[config.mk]
export PLATFORM = sky130hd
export DESIGN_NAME = tse_ram
export DESIGN_NICKNAME = d
export VERILOG_FILES = /design/src/hdl/tse_ram.sv
export SDC_FILE = /design/constraint.sdc
export NUM_CORES = 1
export LEC_CHECK = 0
export ABC_AREA = 1
export BUFFER_PORTS_ARGS = -buffer_cell sky130_fd_sc_hd__buf_2
export CAP_MARGIN = 20
export CORE_ASPECT_RATIO = 0.5
export CORE_UTILIZATION = 30
export DETAILED_ROUTE_END_ITERATION = 16
export HOLD_SLACK_MARGIN = 0.03
export PLACE_DENSITY_LB_ADDON = 0.2
export SLEW_MARGIN = 20
export SYNTH_ARGS = -nofsm -noshare
export SYNTH_HDL_FRONTEND = slang
export SYNTH_SLANG_ARGS = --single-unit
[constraint.sdc]
create_clock -name clk -period 1.3 [get_ports clk]
set_clock_uncertainty 0.2 [all_clocks]
set_input_delay 0.13 -clock clk [delete_from_list [all_inputs] [get_ports clk]]
set_output_delay 0.13 -clock clk [all_outputs]
set_load 0.03 [all_outputs]
[src/hdl/tse_ram.sv]
// Generic single-write, single-read RAM with registered read data.
module tse_ram #(
  parameter int WIDTH = 8,
  parameter int DEPTH = 32,
  localparam int AW   = (DEPTH > 1) ? $clog2(DEPTH) : 1
) (
  input  logic             clk,
  input  logic             we,
  input  logic [AW-1:0]    waddr,
  input  logic [WIDTH-1:0] wdata,
  input  logic [AW-1:0]    raddr,
  output logic [WIDTH-1:0] rdata
);

  logic [WIDTH-1:0] mem [DEPTH];

  always_ff @(posedge clk) begin
    if (we) begin
      mem[waddr] <= wdata;
    end
    rdata <= mem[raddr];
  end

endmodule

==> summary.md, run 1 <==
STA classifies the critical path endpoint as an output pin. The synthesized design contains 264 register bits. The routed design has 28.78 mm of wire. In this run the static leakage power is 4.889 nW.

The power share of the combinational group was 0.079; the post-layout instance count excluding filler cells was 1494. For this run the aggregate overflow at the end of global routing stands at 0. The tools report the clock share of power as 0.410.

In this design, the largest share of critical-path delay is due to flip-flops. The tools report the number of antenna cells inserted as 0. The top fanout value on the critical path is 1.

During placement, the flow inserted port buffers numbering 27. Once layout is done, the placed cells without fillers occupy 0.01317 mm^2. From synthesis to final layout, the design area changed by 22.06%.

For the weighted congestion reported at the end of routability-driven placement, the log shows 0.8142. Global-route wire length before repair: 42.97 mm. After the last flow step, the layout net total stands at 1020. The combined buffer and inverter count along the critical path works out to 1.

For the data required time at the worst endpoint, the log shows 0.97 ns. The die is 270.2 um wide. In this run the standard cell core region covers 0.03495 mm^2. Yosys mapped the design onto 12 distinct sky130hd cell types. The number of nets with antenna violations after detailed routing is 0. The worst min-delay path class was in -> reg. Clock-pin slew was measured on the worst setup and hold paths at 0.07 ns. Transition time at the pin with the least slew margin: 0.8670 ns. The hold violation total from the final report was 0. The largest individual stage delay along the critical path comes from the cell dfxtp_2.

The detailed router placed 7070 vias in this run. Dividing total power by cell area gives a power density of 1416 mW/mm^2. The fraction of power spent switching nets works out to 0.2293.

For the core occupancy in the finished layout, the log shows 0.3767. TritonCTS built the clock tree. For the initial antenna violation count, the log shows 0. The buffer type at the clock tree root is clkbuf_16. The final setup violation count came out at 9. The DRC marker count from the first detailed-route iteration came out at 588.

For the initial core utilization, the log shows 0.3086. The tools report the launch point of the critical path as rdata[1]. The fraction of final layout cells with drive strength greater than 1 is 0.2375. Entering global routing, the biggest net connects 57 pins. For the total net switching power, the log shows 4.277 mW. The die is 136.1 um tall.

Walking the worst path, the cells encountered are buf_6. The run gives 0.7275 as the sequential element share of the synthesized area. The maximum root-to-sink buffer count came out at 3. The floorplan step defined a die boundary enclosing 0.03676 mm^2. Final hold slack: 0.03494 ns. The worst setup path is launched from a register.

The critical path is of the reg -> out type. Part of the power in registers: 0.510. The startpoint of the most critical register-to-register path is mem[20][4]. At the later pin of the worst-skew pair, clock insertion delay measures 0.54 ns. The largest vdd supply drop is 0.6607 mV, and the cell area after technology mapping is 0.01079 mm^2. Row generation in the floorplan step produced 48 rows. The run finished, with violations left. Total track usage: 0.1567. 28 I/O pins were placed. Worst setup timing slack at the placement stage: -0.3661 ns. After routing, the total negative slack on setup checks comes to -0.4044 ns. The total power after layout came out at 18.65 mW. For the number of buffers inserted during clock tree synthesis, the log shows 27. The worst-case headroom to the max-slew limit is 0.4220, and the area share of the leading cell type in the synthesized netlist is 0.7127.

The final setup slack of the worst path is -0.07267 ns. Derived from the worst setup path, the maximum achievable clock frequency is 728.5 MHz. The number of global-route vias before repair came out at 6763.

The minimum period implied by the final worst setup slack works out to 1.373 ns. The checks that failed: negative setup slack. Once placement completed, the tool counted placed cells totaling 1440. The number of clock sinks is 264, and the post-place instance area is 0.01179 mm^2. A synthesized cell averages 11.70 um^2. Dividing the detail-routed wire length by the instance count gives 19.26 um. Setup repair after global routing could not meet its margin everywhere. For the detailed-router iteration count before antenna repair, the log shows 5. The worst hold path begins at wdata[5].

The logs give 1.04 ns for the arrival time reported for the critical path endpoint and 0 for the detailed-route DRC error count. The final-report max-slew violation count was 0. By area the synthesized netlist is led by edfxtp_1 (71%), nand2_1 (13%), nand3_1 (9.5%).

The final period utilization came out at 1.056. The number of H-tree levels was 1; the ratio of routed vias to standard cells was 4.732. On the worst path, the slowest cell contributes a delay of 0.36 ns. The slack of the worst reg-to-reg path is 0 ns.

The tools report the number of warnings printed during yosys synthesis as 0. The detailed placer's ending HPWL is 17.30 mm. Design internal power: 14.37 mW.

edfxtp_1 takes more of the synthesized area than any other cell. Max-cap violations in this run came to 0. Counting every net in the synthesized netlist gives 942.

Synthesis produced 922 cells.
cell usage after synthesis, drive strengths merged:
cell type,number
nand2,360
clkbuf,7
buf,45
edfxtp,256
nor2,32
dfxtp,8
inv,10
nand3,204
worst reg2reg max path, delay by kind of cell, from the launching register on:
family | cells | cell delay, ns
DFF | 1 | 0.37
and+or+nand+nor | 8 | 0.62
state kept, by name, summed over array words and instances, names as in the netlist:
register	flops
mem	256
rdata	8
area by class of cell:
cell class	instances	area, um^2
fill	3412	21790
sequential	264	7858
clock buffer	38	757.0
inverter	10	40.04
timing repair buffer	101	923.4
clock inverter	10	101.3
multi-input combinational	596	2893
tap	475	594.3
path summary, 6_finish.rpt:
path               end  cells past startpoint
max           rdata[1]                      1
min          mem[7][5]                      1
max reg2reg   rdata[4]                      8
min reg2reg   rdata[4]                      8
cells in the final DEF (no fill, tap or decap), drive strengths merged:
master and count:
buf 94, inv 11, nand2 360, nand3 204, dfxtp 8, edfxtp 256, bufinv 2, clkinv 7
nor2 32, dlygate4sd3 6, clkbuf 39
metal layers:
layer	global-route usage	part of all wire	wire length, um
met1	0.2286	0.48	13840
met2	0.2426	0.45	12940
met3	0.02685	0.050	1438
met4	0.03662	0.019	554
met5	0	0	0
power by group through the flow:
stage / combinational (mW) / clock [mW] / sequential [mW]
after floorplan: 0.683 / 0 / 9.73
after global placement: 1.33 / 0 / 9.68
after detailed placement: 1.33 / 0 / 9.68
after CTS: 1.41 / 7.81 / 9.52
after global routing: 1.61 / 8.15 / 9.52
final: 1.48 / 7.65 / 9.52
kinds of logic after synthesis:
kind of cell           after synthesis  synth area share
buffers and inverters               62           0.04141
flip-flops                         264            0.7275
AND/OR/NAND/NOR                    596            0.2311
repair_timing:
item | CTS | global route
gates resized for setup | 52 | 69
hold endpoints to repair | 42 | 3
setup buffers | 0 | 0
pin swaps | 9 | 54
gates cloned | 0 | 0
hold buffers | 5 | 1
setup endpoints to repair | 16 | 18
Power figures use the tool's default switching activity.
==> run 2: changes to the inputs <==
SKIP_CTS_REPAIR_TIMING = 1   (was default)
clock period = 1.2 ns   (was 1.3 ns; I/O delays follow)
==> run 2 against run 1 <==
Effect of this change: the run ends with negative hold slack, negative setup slack left; clock-buffer cell count fell by 10; critical path type unchanged; flip-flop and latch count did not move; global-route usage fell by 0.45 points; combinational power rose by 11%; clock power rose by 16%.
==> summary.md, run 2 (same netlist as run 1, synthesis figures left out) <==
The run finished, with violations left. The checks that failed: negative hold slack, negative setup slack. In this run the clock root is driven by a clkbuf_16. The top fanout value on the critical path is 1 (unchanged), and the detailed-route DRC error count is 0 (unchanged).

The tools report the total track usage as 0.1522 (-0.004494). The number of antenna cells inserted is 0 (unchanged), and the combined buffer and inverter count along the critical path is 1 (unchanged). The final wirelength was 27.98 mm (-2.8%); the DRC marker count from the first detailed-route iteration was 485 (-18%).

The detailed placer's ending HPWL came out at 16.92 mm (-2.2%). The tools report the cell count after placement as 1448 (+0.56%). The total power after layout is 20.83 mW (+12%).

The worst path needs 1.328 ns of the cycle, external delays included. The run gives 0.53 ns (about the same) as the clock latency on the worst-skew pair. The run gives 16 (+7) as the final setup violation count. The tools report the floorplan row count as 48 (unchanged). The tools report the arrival time reported for the critical path endpoint as 1.01 ns (-0.03 ns). The placeable core region is 0.03495 mm^2 (unchanged), and the maximum operating frequency is 753.0 MHz. The power per standard cell area was 1555 mW/mm^2 (+9.8%). TritonCTS built the clock tree.

The final period utilization came out at 1.107. The logs give 15 (+15) for the hold violation total from the final report and -0.008732 ns (-0.04367 ns) for the final hold slack. Among all stages on the critical path, the largest delay is contributed by dfxtp_2.

The number of flip-flops in the largest register is 256 (unchanged), and the number of clock sinks is 264 (unchanged). The tightest min-delay check is of the in -> reg type. The initial core utilization was 0.3086 (unchanged); the horizontal extent of the die was 270.2 um (unchanged). The worst setup path is launched from a register. I/O pin count: 28 (unchanged). The largest vdd supply drop was 0.8393 mV (+27%). The maximum root-to-sink buffer count was 3 (unchanged); the pin count of the biggest net entering global routing was 52 (-8.8%).

The tools report the count of filler cells inserted in the layout as 3402 (-0.29%). The tools report the initial antenna violation count as 0 (unchanged). The weighted congestion reported at the end of routability-driven placement came out at 0.7778 (-4.5%). The tools report the max-cap violation count as 0 (unchanged). The most frequent standard cell in the layout excluding fill and tap cells was nand2_1. The final-report max-slew violation count is 0 (unchanged), and the number of nets with antenna violations after detailed routing is 0 (unchanged). Compared with the post-synthesis result, the final layout area differs by 24.15%.

The critical path is of the reg -> out type. For the total leakage power, the log shows 4.965 nW (+1.6%). The transition time at the pin with the least slew margin was 0.7796 ns (-0.08742 ns).

The delay of the slowest cell on the worst path was 0.34 ns (-0.02 ns). On the critical path the largest part of the delay comes from flip-flops. The number of global-route vias before repair is 6843 (+1.2%), and the routed wirelength normalized by instance count is 18.67 um (-3.1%). Setup repair after global routing could not meet its margin everywhere. The logs give 0.002980 mm^2 (+3.0%) for the area of the multi-input gates and 1024 (+0.39%) for the final layout net count. The ratio of routed vias to standard cells was 4.664 (-1.4%). The overflow left after global routing is 0 (unchanged), and the count of buffers inserted at the top-level ports is 27 (unchanged). The fraction of final layout cells with drive strength greater than 1 is 0.2725 (+0.03497).

STA classifies the critical path endpoint as an output pin. The detailed-router iteration count before antenna repair is 4 (-1). The run gives 0.03676 mm^2 (unchanged) as the area enclosed by the die boundary. The final setup slack of the worst path was -0.1280 ns (-0.05529 ns). Data required time at the worst endpoint: 0.88 ns (-0.09 ns). The number of H-tree levels is 1 (unchanged), and the total area of sequential cells is 0.007856 mm^2 (about the same). The post-CTS clock slew at the launch and capture registers of the worst setup and hold paths is 0.07 ns (about the same), and the worst-case headroom to the max-slew limit is 0.4803 (+0.05828). The most flop-heavy register is mem. The run gives 26 (-3.7%) as the number of buffers inserted during clock tree synthesis. The height of the die came out at 136.1 um (unchanged). In the layout the commonest cells are nand2_1 (309), edfxtp_1 (256), nand3_1 (133), nand3_2 (71), buf_4 (61).

For the via total after detailed routing, the log shows 6992 (-1.1%). The logs give 1499 (+0.33%) for the post-layout instance count excluding filler cells and 42.36 mm (-1.4%) for the global-route wire length before repair. In the final layout, the registers with the most flip-flops are mem x256, rdata x8. The signal on the critical path passes through buf_6.
run 2: cell count changes in the layout (fill, tap and decap cells not counted), moves of 3 or more:
cell	previous run	this run
nand3_1	142	133
nand3_2	62	71
nand2_1	326	309
clkbuf_1	7	1
nand2_2	34	51
dlygate4sd3_1	6	3
buf_12	13	16
bufinv_16	2	6
clkbuf_8	4	0
buf_4	56	61
clkinvlp_4	0	3
run 2: layout make-up:
class / instances / area share
sequential: 264 / 0.5867
clock buffer: 28 / 0.05073
tap: 475 / 0.04438
timing repair buffer: 106 / 0.07381
clock inverter: 20 / 0.01887
multi-input combinational: 596 / 0.2226
inverter: 10 / 0.002990
run 2: routing by layer:
layer / up-vias / GRT usage / share of wire
li1: 3361 / - / -
met1: 3458 / 0.2156 / 0.48
met2: 145 / 0.2468 / 0.46
met3: 28 / 0.02667 / 0.044
met4: 0 / 0.02809 / 0.012
met5: - / 0 / 0
run 2: power by group:
part	internal, mW	total (mW)	switching [mW]
clock	5.38	8.88	3.50
combinational	0.545	1.65	1.10
sequential	10.3	10.3	0.0438
total	16.2	20.8	4.65
run 2: final timing paths:
check | from | to | slack (ns) | cells after the start
max | rdata[2] | rdata[2] | -0.13 | 1
min | wdata[1] | mem[24][1] | -0.009 | 1
max reg2reg | mem[29][7] | rdata[7] | -0.08 | 8
min reg2reg | mem[2][4] | rdata[4] | 0.57 | 8
run 2: through the flow:
step | cell area [um^2] | worst slack (ns) | TNS (ns) | utilization
2_1_floorplan | 10800 | -0.1540 | -35.01 | -
3_3_place_gp | 11890 | -0.4231 | -55.72 | 0.3401
3_5_place_dp | 11890 | -0.4321 | -61.29 | 0.3401
4_1_cts | 12820 | -0.2407 | -2.657 | 0.3668
5_1_grt | 13390 | -0.1680 | -2.243 | 0.3831
6_report | 13390 | -0.1280 | -1.285 | 0.3831
==> run 3: changes to the inputs <==
clock period = 1.6 ns   (was 1.2 ns; I/O delays follow)
==> run 3 against run 2 <==
Effect of this change: the flow now finishes without violations; first-iteration DRC count grew 18%; via count down 0.73%; critical endpoint unchanged; critical path type unchanged; highest routed layer unchanged; design area shrank 4.3%; largest power group unchanged; largest cell class unchanged.
==> summary.md, run 3 (same netlist as run 1, synthesis figures left out) <==
The run finished with clean final reports. The logs give 0.397 (-0.030) for the clock share of power and -0.1102 ns (+0.3219 ns) for the worst setup timing slack at the placement stage. The kind of end point of the critical path was an output pin. Among cell families on the critical path, the largest total delay comes from flip-flops. For the data required time at the worst endpoint, the log shows 1.24 ns (+0.36 ns).

For the global-route wire length before repair, the log shows 43.04 mm (+1.6%). The arrival time reported for the critical path endpoint was 1.16 ns (+0.15 ns). Most frequent standard cell in the layout excluding fill and tap cells: nand2_1. The tools report the pin count of the biggest net entering global routing as 44 (-15%). The area enclosed by the die boundary was 0.03676 mm^2 (unchanged); the number of buffers inserted during clock tree synthesis was 26 (unchanged).

Ratio of routed vias to standard cells: 4.618 (-0.99%). Final-report max-slew violation count: 0 (unchanged). The number of clock sinks was 264 (unchanged). The clock latency on the worst-skew pair is 0.54 ns (about the same), and the fraction of power spent switching nets is 0.2256 (+0.002301).

The total track usage is 0.1563 (+0.004047). The number of flip-flops in the largest register works out to 256 (unchanged). Cell at the slowest stage of the critical path: dfxtp_1.

The horizontal extent of the die came out at 270.2 um (unchanged). The number of global-route vias before repair was 6866 (+0.34%); the DRC marker count from the first detailed-route iteration was 571 (+18%). Relative to the synthesized area, the layout overhead comes to 18.76%. The count of buffers inserted at the top-level ports is 27 (unchanged), and the summed negative setup slack over all endpoints is 0 ns (+1.285 ns).

The start-to-end type of the worst setup path is reg -> out. Startpoint class of the critical path: a register. The detailed placer's ending HPWL is 17.19 mm (+1.6%).

The largest registers in the layout are mem x256, rdata x8. Static timing analysis puts the maximum clock frequency at 656.6 MHz. The fraction of final layout cells with drive strength greater than 1 is 0.1333 (-0.1392). The minimum period implied by the final worst setup slack works out to 1.523 ns. Worst min-delay path class: in -> reg. The max-cap violation count was 0 (unchanged). The number of nets with antenna violations after detailed routing was 0 (unchanged); the count of filler cells inserted in the layout was 3437 (+1.0%).

The number of antenna cells inserted is 0 (unchanged). The logs give 0.3086 (unchanged) for the initial core utilization and 3.302 mW (-29%) for the total net switching power. For the final design instance area without fill, the log shows 0.01281 mm^2 (-4.3%). The floorplan row count came out at 48 (unchanged). Setup repair after global routing left no endpoint under its margin.

The top fanout value on the critical path came out at 1 (unchanged). The buffer type at the clock tree root is clkbuf_16. The power per standard cell area is 1142 mW/mm^2 (-27%), and the worst-case headroom to the max-slew limit is 0.7352 (+0.2550). The post-CTS clock slew at the launch and capture registers of the worst setup and hold paths came out at 0.06 ns (about the same).

The height of the die was 136.1 um (unchanged); the final setup violation count was 0 (-16). Overflow left after global routing: 0 (unchanged). Placeable core region: 0.03495 mm^2 (unchanged). The transition time at the pin with the least slew margin works out to 0.3971 ns (-0.3825 ns). Walking the worst path, the cells encountered are buf_2. The design internal power is 11.33 mW (-30%). The combined buffer and inverter count along the critical path was 1 (unchanged); the post-place instance area was 0.01192 mm^2 (+0.24%). The routed wirelength normalized by instance count is 18.65 um (about the same), and the maximum root-to-sink buffer count is 3 (unchanged).

The tools report the weighted congestion reported at the end of routability-driven placement as 0.8156 (+4.9%). For the power share of the combinational group, the log shows 0.076 (-0.003). The tools report the via total after detailed routing as 6941 (-0.73%). The hold violation total from the final report came out at 0 (-15). The final layout net count came out at 1029 (+0.49%). In the layout the commonest cells are nand2_1 (360), edfxtp_1 (256), nand3_1 (204), buf_4 (55), nor2_1 (32).

The final wirelength is 28.03 mm (+0.18%), and the detailed-route DRC error count is 0 (unchanged). TritonCTS built the clock tree. The tools report the I/O pin count as 28 (unchanged). Final setup slack of the worst path: 0.07707 ns (+0.2050 ns).

The most flop-heavy register was mem. For the detailed-router iteration count before antenna repair, the log shows 7 (+3). The final period utilization works out to 0.9518. The logs give 1 (unchanged) for the number of H-tree levels and 0.3665 (-0.01665) for the core occupancy in the finished layout.

The initial antenna violation count was 0 (unchanged). The tools report the largest vdd supply drop as 0.6388 mV (-24%). The part of the power in registers came out at 0.527 (+0.033).

Delay of the slowest cell on the worst path: 0.39 ns (+0.05 ns). The total leakage power was 4.782 nW (-3.7%).
==> run 3: per-layer routing <==
| layer | wire (um) | GRT usage |
|---|---|---|
| met1 | 13450 | 0.2190 |
| met2 | 12600 | 0.2512 |
| met3 | 1443 | 0.02808 |
| met4 | 540 | 0.03883 |
| met5 | 0 | 0 |
==> run 3: stage by stage <==
step / total power, mW / hold WS [ns] / std cells
floorplan: 8.458 / 0.05887 / 922
global placement: 8.965 / 0.3009 / 1446
detailed placement: 8.964 / 0.2967 / 1446
CTS: 14.78 / -0.2762 / 1493
global route: 15.18 / 0.08223 / 1503
finish: 14.64 / 0.07923 / 1503
==> run 3: worst register-to-register path, cell delays in order, from the launching register on <==
cell and delay (ns):
edfxtp_1 0.38, nand2_1 0.08, nand3_1 0.10, nand3_1 0.13, nand2_1 0.06, nand2_1 0.06, nand2_1 0.10, nand2_1 0.15
nand2_1 0.07
==> run 3: power by group through the flow <==
stage	clock network [mW]	logic, mW	registers [mW]
CTS	5.96	1.11	7.71
detailed placement	0	1.10	7.86
global placement	0	1.10	7.86
floorplan	0	0.554	7.90
global route	6.24	1.23	7.72
finish	5.82	1.11	7.71
==> run 3: worst paths after layout <==
path,from,to,slack [ns],depth (start not counted)
setup reg to reg,mem[18][2],rdata[2],0.17,8
setup / recovery,rdata[2],rdata[2],0.08,1
hold / removal,waddr[2],mem[31][3],0.08,4
hold reg to reg,mem[2][7],rdata[7],0.54,8
==> run 3: cell type report <==
type / count / area [um^2] / share of cell area
flip-flops and latches: 264 / 7848 / 0.6126
multi-input cells: 596 / 2492 / 0.1946
repair buffers: 111 / 1044 / 0.08146
clock buffers: 38 / 726.9 / 0.05675
well taps: 475 / 594.3 / 0.04640
clock inverters: 9 / 66.31 / 0.005177
inverters: 10 / 38.79 / 0.003028
